File: src/rtl/core/duleb_pkg.sv
// ----------------------------------------------------------------------------
// Delta ULEB128 encoder package
// Widths, byte-coding constants, the queue entry type and the byte counter.
// ----------------------------------------------------------------------------
`default_nettype none

package duleb_pkg;

    localparam int VALUE_W     = 32;
    localparam int BYTE_W      = 8;
    localparam int GROUP_BITS  = 7;
    localparam int MAX_BYTES   = 5;
    localparam int COUNT_W     = $clog2(MAX_BYTES + 1);

    localparam logic [BYTE_W-1:0] GROUP_MASK = 8'h7F;
    localparam logic [BYTE_W-1:0] MORE_FLAG  = 8'h80;

    // Queue between the classifier and the byte serializer.
    localparam int QDEPTH  = 2;
    localparam int QPTR_W  = (QDEPTH > 1) ? $clog2(QDEPTH) : 1;
    localparam int QCNT_W  = $clog2(QDEPTH + 1);

    typedef logic [COUNT_W-1:0] byte_count_t;

    typedef struct packed {
        logic [VALUE_W-1:0] coded;
        byte_count_t        nbytes;
    } coded_entry_t;

    // Number of 7-bit groups needed for a coded value; zero still takes one byte.
    function automatic byte_count_t count_bytes(input logic [VALUE_W-1:0] coded);
        byte_count_t n;
        if (coded[31:28] != '0) begin
            n = COUNT_W'(5);
        end else if (coded[27:21] != '0) begin
            n = COUNT_W'(4);
        end else if (coded[20:14] != '0) begin
            n = COUNT_W'(3);
        end else if (coded[13:7] != '0) begin
            n = COUNT_W'(2);
        end else begin
            n = COUNT_W'(1);
        end
        return n;
    endfunction

endpackage

`default_nettype wire

File: src/rtl/core/duleb_if.sv
// ----------------------------------------------------------------------------
// Delta ULEB128 encoder channels
// Valid/ready channels for input positions and for encoded bytes.
// ----------------------------------------------------------------------------
`default_nettype none

interface duleb_in_if;
    logic                           valid;
    logic                           ready;
    logic [duleb_pkg::VALUE_W-1:0]  value;
    logic                           first_of_list;

    modport source (output valid, output value, output first_of_list, input ready);
    modport sink   (input valid, input value, input first_of_list, output ready);
endinterface

interface duleb_out_if;
    logic                           valid;
    logic                           ready;
    logic [duleb_pkg::BYTE_W-1:0]   code_byte;
    logic                           last_byte;

    modport source (output valid, output code_byte, output last_byte, input ready);
    modport sink   (input valid, input code_byte, input last_byte, output ready);
endinterface

`default_nettype wire

File: src/rtl/core/duleb_front.sv
// ----------------------------------------------------------------------------
// Delta ULEB128 front end
// Accepts positions, forms the delta against the previous position and
// classifies the coded value by its byte count.
// ----------------------------------------------------------------------------
`default_nettype none

module duleb_front (
    input  wire logic               clk,
    input  wire logic               rst_n,
    duleb_in_if.sink                value_stream,
    output duleb_pkg::coded_entry_t push_data,
    output logic                    push_valid,
    input  wire logic               push_ready
);
    import duleb_pkg::*;

    logic [VALUE_W-1:0] prev_reg;
    logic [VALUE_W-1:0] prev_next;
    logic [VALUE_W-1:0] coded;
    logic               accept;

    assign value_stream.ready = push_ready;
    assign accept             = value_stream.valid && push_ready;

    always_comb
    begin
        coded = value_stream.first_of_list ? value_stream.value
                                           : value_stream.value - prev_reg;
    end

    assign push_valid       = value_stream.valid;
    assign push_data.coded  = coded;
    assign push_data.nbytes = count_bytes(coded);

    always_comb
    begin
        prev_next = accept ? value_stream.value : prev_reg;
    end

    always_ff @(posedge clk or negedge rst_n)
    begin
        if (!rst_n)
        begin
            prev_reg <= '0;
        end
        else
        begin
            prev_reg <= prev_next;
        end
    end

    a_prev_tracks: assert property (@(posedge clk) disable iff (!rst_n)
        accept |=> prev_reg == $past(value_stream.value))
        else $error("previous position not updated on an accepted beat");

    a_count_range: assert property (@(posedge clk) disable iff (!rst_n)
        push_valid |-> (push_data.nbytes != '0) &&
                       (push_data.nbytes <= COUNT_W'(MAX_BYTES)))
        else $error("byte count out of range");

endmodule

`default_nettype wire

File: src/rtl/core/duleb_queue.sv
// ----------------------------------------------------------------------------
// Delta ULEB128 entry queue
// Short FIFO of classified values between the front end and the serializer.
// ----------------------------------------------------------------------------
`default_nettype none

module duleb_queue (
    input  wire logic                    clk,
    input  wire logic                    rst_n,
    input  wire duleb_pkg::coded_entry_t push_data,
    input  wire logic                    push_valid,
    output logic                         push_ready,
    output duleb_pkg::coded_entry_t      pop_data,
    output logic                         pop_valid,
    input  wire logic                    pop_ready
);
    import duleb_pkg::*;

    coded_entry_t       entry_reg [QDEPTH];
    logic [QPTR_W-1:0]  wr_ptr_reg, wr_ptr_next;
    logic [QPTR_W-1:0]  rd_ptr_reg, rd_ptr_next;
    logic [QCNT_W-1:0]  count_reg, count_next;
    logic               push;
    logic               pop;

    assign push_ready = count_reg != QCNT_W'(QDEPTH);
    assign pop_valid  = count_reg != '0;
    assign pop_data   = entry_reg[rd_ptr_reg];
    assign push       = push_valid && push_ready;
    assign pop        = pop_valid && pop_ready;

    always_comb
    begin
        wr_ptr_next = wr_ptr_reg;
        rd_ptr_next = rd_ptr_reg;
        count_next  = count_reg;
        if (push)
        begin
            wr_ptr_next = (wr_ptr_reg == QPTR_W'(QDEPTH - 1)) ? '0 : wr_ptr_reg + 1'b1;
        end
        if (pop)
        begin
            rd_ptr_next = (rd_ptr_reg == QPTR_W'(QDEPTH - 1)) ? '0 : rd_ptr_reg + 1'b1;
        end
        if (push && !pop)
        begin
            count_next = count_reg + 1'b1;
        end
        else if (pop && !push)
        begin
            count_next = count_reg - 1'b1;
        end
    end

    always_ff @(posedge clk or negedge rst_n)
    begin
        if (!rst_n)
        begin
            wr_ptr_reg <= '0;
            rd_ptr_reg <= '0;
            count_reg  <= '0;
        end
        else
        begin
            wr_ptr_reg <= wr_ptr_next;
            rd_ptr_reg <= rd_ptr_next;
            count_reg  <= count_next;
        end
    end

    always_ff @(posedge clk)
    begin
        if (push)
        begin
            entry_reg[wr_ptr_reg] <= push_data;
        end
    end

    a_count_bound: assert property (@(posedge clk) disable iff (!rst_n)
        count_reg <= QCNT_W'(QDEPTH))
        else $error("queue fill count exceeds depth");

    a_count_step: assert property (@(posedge clk) disable iff (!rst_n)
        (push && !pop) |=> count_reg == $past(count_reg) + 1'b1)
        else $error("queue fill count missed a push");

endmodule

`default_nettype wire

File: src/rtl/core/duleb_back.sv
// ----------------------------------------------------------------------------
// Delta ULEB128 back end
// Takes classified values from the queue and emits one 7-bit group per
// cycle while the output does not stall, through a registered output stage.
// ----------------------------------------------------------------------------
`default_nettype none

module duleb_back (
    input  wire logic                    clk,
    input  wire logic                    rst_n,
    input  wire duleb_pkg::coded_entry_t pop_data,
    input  wire logic                    pop_valid,
    output logic                         pop_ready,
    duleb_out_if.source                  code_stream
);
    import duleb_pkg::*;

    logic               work_valid_reg, work_valid_next;
    logic [VALUE_W-1:0] work_data_reg, work_data_next;
    byte_count_t        work_left_reg, work_left_next;
    logic               out_valid_reg, out_valid_next;
    logic [BYTE_W-1:0]  code_byte_reg, code_byte_next;
    logic               last_byte_reg, last_byte_next;
    logic               emit;
    logic               emit_last;
    logic               pop;

    // The output register may load when it is empty or its beat is taken.
    assign emit      = work_valid_reg && (!out_valid_reg || code_stream.ready);
    assign emit_last = work_left_reg == COUNT_W'(1);
    assign pop_ready = !work_valid_reg || (emit && emit_last);
    assign pop       = pop_valid && pop_ready;

    always_comb
    begin
        work_valid_next = work_valid_reg;
        work_data_next  = work_data_reg;
        work_left_next  = work_left_reg;
        if (pop)
        begin
            work_valid_next = 1'b1;
            work_data_next  = pop_data.coded;
            work_left_next  = pop_data.nbytes;
        end
        else if (emit)
        begin
            work_valid_next = !emit_last;
            work_data_next  = work_data_reg >> GROUP_BITS;
            work_left_next  = work_left_reg - 1'b1;
        end
    end

    always_comb
    begin
        out_valid_next = out_valid_reg;
        code_byte_next = code_byte_reg;
        last_byte_next = last_byte_reg;
        if (emit)
        begin
            out_valid_next = 1'b1;
            code_byte_next = (work_data_reg[BYTE_W-1:0] & GROUP_MASK)
                           | (emit_last ? '0 : MORE_FLAG);
            last_byte_next = emit_last;
        end
        else if (code_stream.ready)
        begin
            out_valid_next = 1'b0;
        end
    end

    always_ff @(posedge clk or negedge rst_n)
    begin
        if (!rst_n)
        begin
            work_valid_reg <= 1'b0;
            out_valid_reg  <= 1'b0;
        end
        else
        begin
            work_valid_reg <= work_valid_next;
            out_valid_reg  <= out_valid_next;
        end
    end

    always_ff @(posedge clk)
    begin
        work_data_reg <= work_data_next;
        work_left_reg <= work_left_next;
        code_byte_reg <= code_byte_next;
        last_byte_reg <= last_byte_next;
    end

    assign code_stream.valid     = out_valid_reg;
    assign code_stream.code_byte = code_byte_reg;
    assign code_stream.last_byte = last_byte_reg;

    a_left_range: assert property (@(posedge clk) disable iff (!rst_n)
        work_valid_reg |-> (work_left_reg != '0) &&
                           (work_left_reg <= COUNT_W'(MAX_BYTES)))
        else $error("serializer byte count out of range");

    a_more_flag: assert property (@(posedge clk) disable iff (!rst_n)
        out_valid_reg |-> code_byte_reg[BYTE_W-1] == !last_byte_reg)
        else $error("continuation flag disagrees with last byte mark");

endmodule

`default_nettype wire

File: src/rtl/core/delta_uleb128_encoder.sv
// ----------------------------------------------------------------------------
// Delta ULEB128 encoder
// Codes 32-bit positions as deltas against the previous position and
// emits each coded value as 1 to 5 ULEB128 bytes.
// ----------------------------------------------------------------------------
//  Channel        Role     Payload
//  value_stream   sink     value[31:0], first_of_list
//  code_stream    source   code_byte[7:0], last_byte
//
//  The serializer emits an item's bytes in turn and loads the next item as
//  it emits the last byte, so the sustained rate is one byte per cycle while
//  the output does not stall. A position's first byte passes through a queue
//  entry, the work register and the output register before it is presented.
//  A two-entry queue lets the front end accept until full while output stalls.
//  Reset clears the previous position to zero and empties the queue.
// ----------------------------------------------------------------------------
`default_nettype none

module delta_uleb128_encoder (
    input  wire logic   clk,
    input  wire logic   rst_n,
    duleb_in_if.sink    value_stream,
    duleb_out_if.source code_stream
);
    import duleb_pkg::*;

    coded_entry_t push_data;
    logic         push_valid;
    logic         push_ready;
    coded_entry_t pop_data;
    logic         pop_valid;
    logic         pop_ready;

    duleb_front u_front (
        .clk          (clk),
        .rst_n        (rst_n),
        .value_stream (value_stream),
        .push_data    (push_data),
        .push_valid   (push_valid),
        .push_ready   (push_ready)
    );

    duleb_queue u_queue (
        .clk        (clk),
        .rst_n      (rst_n),
        .push_data  (push_data),
        .push_valid (push_valid),
        .push_ready (push_ready),
        .pop_data   (pop_data),
        .pop_valid  (pop_valid),
        .pop_ready  (pop_ready)
    );

    duleb_back u_back (
        .clk         (clk),
        .rst_n       (rst_n),
        .pop_data    (pop_data),
        .pop_valid   (pop_valid),
        .pop_ready   (pop_ready),
        .code_stream (code_stream)
    );

endmodule

`default_nettype wire

File: src/flat_wrapper.sv
// flat-port wrapper written by rule: the top's interface ports become plain ports
module delta_uleb128_encoder_flat import duleb_pkg::*;
  (clk, rst_n, value_stream_valid, value_stream_value, value_stream_first_of_list, value_stream_ready, code_stream_valid, code_stream_code_byte, code_stream_last_byte, code_stream_ready);
  duleb_in_if value_stream_i ();
  duleb_out_if code_stream_i ();
  input  wire logic clk;
  input  wire logic rst_n;
  input wire logic [$bits(value_stream_i.valid)-1:0] value_stream_valid;
  input wire logic [$bits(value_stream_i.value)-1:0] value_stream_value;
  input wire logic [$bits(value_stream_i.first_of_list)-1:0] value_stream_first_of_list;
  output wire logic [$bits(value_stream_i.ready)-1:0] value_stream_ready;
  output wire logic [$bits(code_stream_i.valid)-1:0] code_stream_valid;
  output wire logic [$bits(code_stream_i.code_byte)-1:0] code_stream_code_byte;
  output wire logic [$bits(code_stream_i.last_byte)-1:0] code_stream_last_byte;
  input wire logic [$bits(code_stream_i.ready)-1:0] code_stream_ready;
  assign value_stream_i.valid = value_stream_valid;
  assign value_stream_i.value = value_stream_value;
  assign value_stream_i.first_of_list = value_stream_first_of_list;
  assign value_stream_ready = value_stream_i.ready;
  assign code_stream_valid = code_stream_i.valid;
  assign code_stream_code_byte = code_stream_i.code_byte;
  assign code_stream_last_byte = code_stream_i.last_byte;
  assign code_stream_i.ready = code_stream_ready;
  delta_uleb128_encoder u_core (.clk(clk), .rst_n(rst_n), .value_stream(value_stream_i), .code_stream(code_stream_i));
endmodule
File: config.mk
export PLATFORM = sky130hd
export DESIGN_NAME = delta_uleb128_encoder_flat
export DESIGN_NICKNAME = d
export VERILOG_FILES = /design/src/rtl/core/duleb_pkg.sv /design/src/rtl/core/duleb_if.sv /design/src/rtl/core/duleb_front.sv /design/src/rtl/core/duleb_queue.sv /design/src/rtl/core/duleb_back.sv /design/src/rtl/core/delta_uleb128_encoder.sv /design/src/flat_wrapper.sv
export SDC_FILE = /design/constraint.sdc
export NUM_CORES = 1
export LEC_CHECK = 0
export CORE_MARGIN = 2
export CORE_UTILIZATION = 50
export CTS_CLUSTER_SIZE = 20
export DETAILED_ROUTE_END_ITERATION = 16
export DONT_BUFFER_PORTS = 1
export MAX_ROUTING_LAYER = met4
export PLACE_DENSITY = 0.77
export SYNTH_ARGS = -nofsm -noshare
export SYNTH_HDL_FRONTEND = slang
export SYNTH_SLANG_ARGS = --single-unit
File: constraint.sdc
create_clock -name clk -period 9.3 [get_ports clk]
set_input_delay 1.86 -clock clk [delete_from_list [all_inputs] [get_ports clk]]
set_output_delay 1.86 -clock clk [all_outputs]
set_load 0.01 [all_outputs]
# Word level (Yosys, flattened, before mapping)
# Memories as Yosys holds them, arrays and structs flattened.
# Cells that the tools add are included.
[word_totals]
wordCells = 61
inputBits = 37
register_bits = 82
n_memories = 1
mem_bits_rw = 70
[classes]
reduce_logical = 21
muxes = 20
n_eq_ne = 2
bitwise = 1
addsub = 6
[mem_list]
columns = ["name", "words", "word_bits", "rd", "rd_ports_with_merged_regs", "wr", "line_no", "source"]
rows = [
  ["u_core.u_queue.entry_reg", 2, 35, 1, 0, 1, "duleb_queue.sv:19", "coded_entry_t entry_reg [QDEPTH];"],
]
[ops]
columns = ["cell", "count"]
rows = [
  ["two-way mux 32 bit", 3],
  ["subtractor 32 bit", 1],
  ["nonzero test 7 bit", 3],
  ["two-way mux 3 bit", 4],
  ["two-way mux 1 bit", 8],
  ["two-way mux 2 bit", 4],
  ["two-way mux 8 bit", 1],
  ["bitwise OR 7 x 8 -> 8 bit", 1],
  ["nonzero test 2 bit", 4],
  ["logical AND 1 bit", 6],
  ["zero test 1 bit", 5],
  ["nonzero test 4 bit", 1],
  ["== test 3 x 1 -> 1 bit (second input constant)", 1],
  ["subtractor 3 x 1 -> 3 bit (second input constant)", 1],
  ["adder 1 bit (second input constant)", 2],
  ["adder 2 x 1 -> 2 bit (second input constant)", 1],
  ["logical OR 1 bit", 2],
  ["!= test 2 bit (second input constant)", 1],
  ["subtractor 2 x 1 -> 2 bit (second input constant)", 1],
]

# Logic depth before layout (Yosys ltp)
[logic_depth]
word_depth = 9
ltp_mapped = 13

# Cells and area by module
# A second synthesis with hierarchy kept.
[unflattened]
hier_cells = 803
hier_area_um2 = 8694.6
[by_module_without_submodules]
columns = ["module", "instances", "seq_area_each_um2", "area_each_um2", "cells_per_inst"]
rows = [
  ["duleb_front", 1, 800.8, 3811.2, 511],
  ["duleb_queue", 1, 2202.1, 2870.3, 127],
  ["duleb_back", 1, 1371.3, 2013.2, 165],
]

# Worst setup path before layout
# OpenSTA, ideal clock, no wires.
[synth_path]
path_type = "in2reg"
from = "input value_stream_value[0]"
to = "memory u_core.u_queue.entry_reg[0][0] in the netlist's numbering (data pin)"
setup_ps = 271
n_path_buf = 0
path_slack_ps = 4688
t_arrival_ps = 4340
required_ps = 9029
stages = 12
path_cell_list = "inv_1 > ha_1 > fa_1 > nand2b_1 > a21o_1 > a21o_1 > a21o_1 > a21oi_1 > o211ai_1 > or4_4 > nor4b_2 > o21ai_1"
[synth_rtl]
columns = ["item", "line_no", "source"]
rows = [
  ["start: declaration", "flat_wrapper.sv:9", "input wire logic [$bits(value_stream_i.value)-1:0] value_stream_value;"],
  ["end: declaration", "duleb_queue.sv:19", ""],
]

==> summary.md <==
| Metric | Value |
|---|---|
| Fillers | `1364` |
| Post-CTS resize count | `0` |
| Number of top-level pins | `48` |
| Synth Register Bits | `152` |
| EDFF count, synth | `114` |
| Status | `finished, final reports clean` |
| Post-route DRC violation count | `0` |
| Max reg flops | `70` |
| Core Util, Final | `56.34%` |
| Most frequent cells in the layout | `nand2_1, edfxtp_1, o21ai_0` |
| P&R area growth vs syn | `9.200%` |
| Postcts setup bufs | `0` |
| Worst EP arrival | `4690 ps` |
| Final Cycle Share | `48.76%` |
| DP Cell Count | `977` |
| Clock buffer depth | `2` |
| Clock skew | `10.52 ps` |
| Initial core utilization | `51.60%` |
| Setup-failing EPs final | `0` |
| Via count | `5894` |
| Number of global-route vias before repair | `5640` |
| Avg WL per Cell | `18.04 um` |
| Crit-path most repeated cell | `a21o_1` |
| Yosys warnings | `0` |
| ANT cells | `0` |
| CTS Root Cell | `clkbuf_16` |
| Pre-Repair DR Iteration Count | `5` |
| Min Clock Period, post-route | `4534 ps` |
| Die area | `17550 um2` |
| Asr flop ratio synth | `25.00%` |
| Post-Synthesis Cells | `793` |
| TritonCTS buffer count | `17` |
| Die height | `132.5 um` |
| Critical Path Max Stage Delay | `480 ps` |
| CP bufs+invs | `1` |
| Top_reg_cell synth | `edfxtp_1` |
| Core Rows | `46` |
| Fin. Hold Viols | `0` |
| Mapped Area | `8255 um2` |
| Crit. End Element | `register` |
| Cts hold-fix bufs | `0` |
| Pwr/cell area | `334.0 nW/um2` |
| Slowest-stage cell, CP | `a211oi_1` |
| Crit Path Category | `in2reg` |
| Worst Tran Pin Value | `1071 ps` |
| Die width | `132.5 um` |
| Critical Path RT | `9450 ps` |
| Final nets | `852` |
| Max IR drop VDD | `136.2 uV` |
| Antenna viol nets, final | `0` |
| Relative slew slack | `28.58%` |
| H-Tree Depth | `4` |
| Initial antenna violation count | `0` |
| Skew-Pair Late Insertion Delay | `420 ps` |
| Final Max Slew Viols | `0` |
| Vias/cell | `5.841` |
| Synth Area per Inst | `10.41 um2` |
| GP Congestion | `1.029` |
| Static leakage | `3.487 nW` |
| Commonest non-fill, non-tap cell in the layout | `nand2_1` |
| Post-DP HPWL | `13070 um` |
| Gr usage total | `21.97%` |
| Net Count, Synth | `865` |
| CP cell instances | `inv_1 -> ha_1 -> fa_1 -> nand2b_1 -> a21o_1 -> a21o_1 -> a21o_1 -> a211oi_1 -> nor4b_1 -> a211oi_1 -> nor4_4 -> nor3b_1` |
| Achievable Freq | `220.5 MHz` |
| Clock transition at path regs | `60 ps` |
| GRT overflow | `0` |
| Hold Path Class | `reg2reg` |
| First-pass GRT wire length | `29180 um` |
| Crit start category | `input pin` |
| Detailed Route Iter0 Violations | `561` |
| WL final | `18200 um` |
| Largest net degree at the start of global routing | `60` |
| MaxCap Viol Count | `0` |
| CTS Sinks | `152` |
| Distinct cells, synth | `71` |
| CTS tree | `done` |
| RSZ-0062 raised after global routing | `false` |
| Cell family with most CP delay | `compound AO/OA/AOI/OAI gates` |
| TNS Setup | `0 ps` |
| Layout cells sized above 1 | `7.566%` |
| Register area share after synthesis | `52.99%` |
| Core box area | `16000 um2` |
| Max FO, Critical Path | `6` |
| Post-Layout Cell Count | `1009` |
| # port buffers | `0` |
[area by class of cell]
class,instances,area [um2],share of cell area [%]
Clock buffer,17,425.4,4.719
Clock inverter,15,182.7,2.026
Inverter,45,168.9,1.874
Multi-Input combinational cell,558,3547,39.35
Sequential cell,152,4375,48.54
Tap cell,216,270.3,2.998
Timing Repair Buffer,6,45.04,0.4997
[final timing paths]
| kind | startpoint | endpoint | depth (start not counted) | slack (ps) |
|---|---|---|---|---|
| min | u_core.u_back.work_data_reg[3]$_DFFE_PP_ | u_core.u_back.code_stream.code_byte[3]$_DFFE_PP_ | 0 | 420 |
| min reg2reg | u_core.u_back.work_data_reg[3]$_DFFE_PP_ | u_core.u_back.code_stream.code_byte[3]$_DFFE_PP_ | 0 | 420 |
| max | value_stream_value[0] | u_core.u_queue.entry_reg[1][1]$_DFFE_PP_ | 12 | 4770 |
| max reg2reg | u_core.u_front.prev_reg[0]$_DFFE_PN0P_ | u_core.u_queue.entry_reg[1][1]$_DFFE_PP_ | 11 | 5870 |
| min in group asynchronous | rst_n | u_core.u_front.prev_reg[29]$_DFFE_PN0P_ | 0 | 1140 |
| max in group asynchronous | rst_n | u_core.u_back.code_stream.valid$_DFFE_PN0P_ | 0 | 8070 |
[worst register-to-register path: cells and delay by family, from the launching register on]
kind | cells | cell delay [ps]
compound gates | 5 | 1550
fa+ha+maj | 2 | 640
simple gates | 4 | 610
flops | 1 | 380
[per-stage QoR]
| stage | area, um2 | power [mW] | setup WS, ps | hold slack, ps |
|---|---|---|---|---|
| after global placement | 8407 | 2.277 | 4547 | 402.6 |
| after floorplan | 8255 | 2.016 | 4688 | 400.3 |
| final | 9015 | 3.011 | 4766 | 419.3 |
| after detailed placement | 8407 | 2.304 | 4414 | 406.2 |
| after global routing | 9015 | 3.211 | 4617 | 434.8 |
| after CTS | 9015 | 3.014 | 4830 | 421.7 |
[routing by layer]
layer / global-route usage [%] / wire [um] / vias to the layer above / share of wire [%]
met4: 8.423 / 459 / 0 / 2.5
met2: 33.02 / 8531 / 196 / 47
met3: 4.176 / 969 / 31 / 5.3
li1: - / - / 2859 / -
met1: 29.73 / 8244 / 2808 / 45
met5: - / 0 / - / 0
[synthesized netlist by cell type (3+ instances only)]
master | count | share of area [%]
nand3_1 | 6 | 0.36
a211oi_1 | 6 | 0.55
a21oi_2 | 3 | 0.32
a31oi_1 | 4 | 0.30
nand2_1 | 122 | 5.5
ha_1 | 34 | 5.2
nor2b_1 | 8 | 0.61
buf_6 | 4 | 0.55
nand2b_1 | 11 | 0.83
nor2_1 | 40 | 1.8
o21ai_0 | 88 | 5.3
a2111o_1 | 3 | 0.41
o31ai_1 | 4 | 0.36
clkbuf_1 | 24 | 1.1
buf_1 | 5 | 0.23
nor4_1 | 4 | 0.30
o22ai_1 | 3 | 0.23
a21o_1 | 11 | 1.0
dfrtp_1 | 38 | 12
nor3_1 | 14 | 0.85
nand4_1 | 12 | 0.91
a21oi_1 | 48 | 2.9
mux2i_1 | 38 | 4.6
or2_2 | 3 | 0.23
inv_1 | 45 | 2.0
xor2_1 | 8 | 0.85
o21a_1 | 7 | 0.64
o21ai_1 | 5 | 0.30
o21bai_1 | 3 | 0.27
nor4b_1 | 4 | 0.42
xnor2_1 | 11 | 1.2
o2111ai_1 | 3 | 0.32
or3_1 | 5 | 0.38
and3_1 | 3 | 0.23
buf_2 | 4 | 0.24
edfxtp_1 | 114 | 41
o211ai_1 | 6 | 0.55
nor3b_1 | 3 | 0.27
[report_power, final]
group | switching (mW) | internal, mW | leakage, nW
Sequential | 0.118 | 1.05 | 1.54
Combinational | 0.726 | 0.411 | 1.65
Clock | 0.295 | 0.407 | 0.299
Total | 1.14 | 1.87 | 3.49
[cells by family (layout without fill, tap and decap cells)]
family | after synthesis | count (layout) | share of synthesized area (%)
muxes | 39 | 39 | 4.744
and+or+nand+nor | 250 | 250 | 14.67
buffers and inverters | 83 | 83 | 4.213
adders and majority gates | 35 | 35 | 5.396
xor gates and xnor gates | 19 | 19 | 2.016
DFF | 152 | 152 | 52.99
AOI/OAI and AO/OA | 215 | 215 | 15.97
Note: power is estimated with default switching activity, not from simulation.
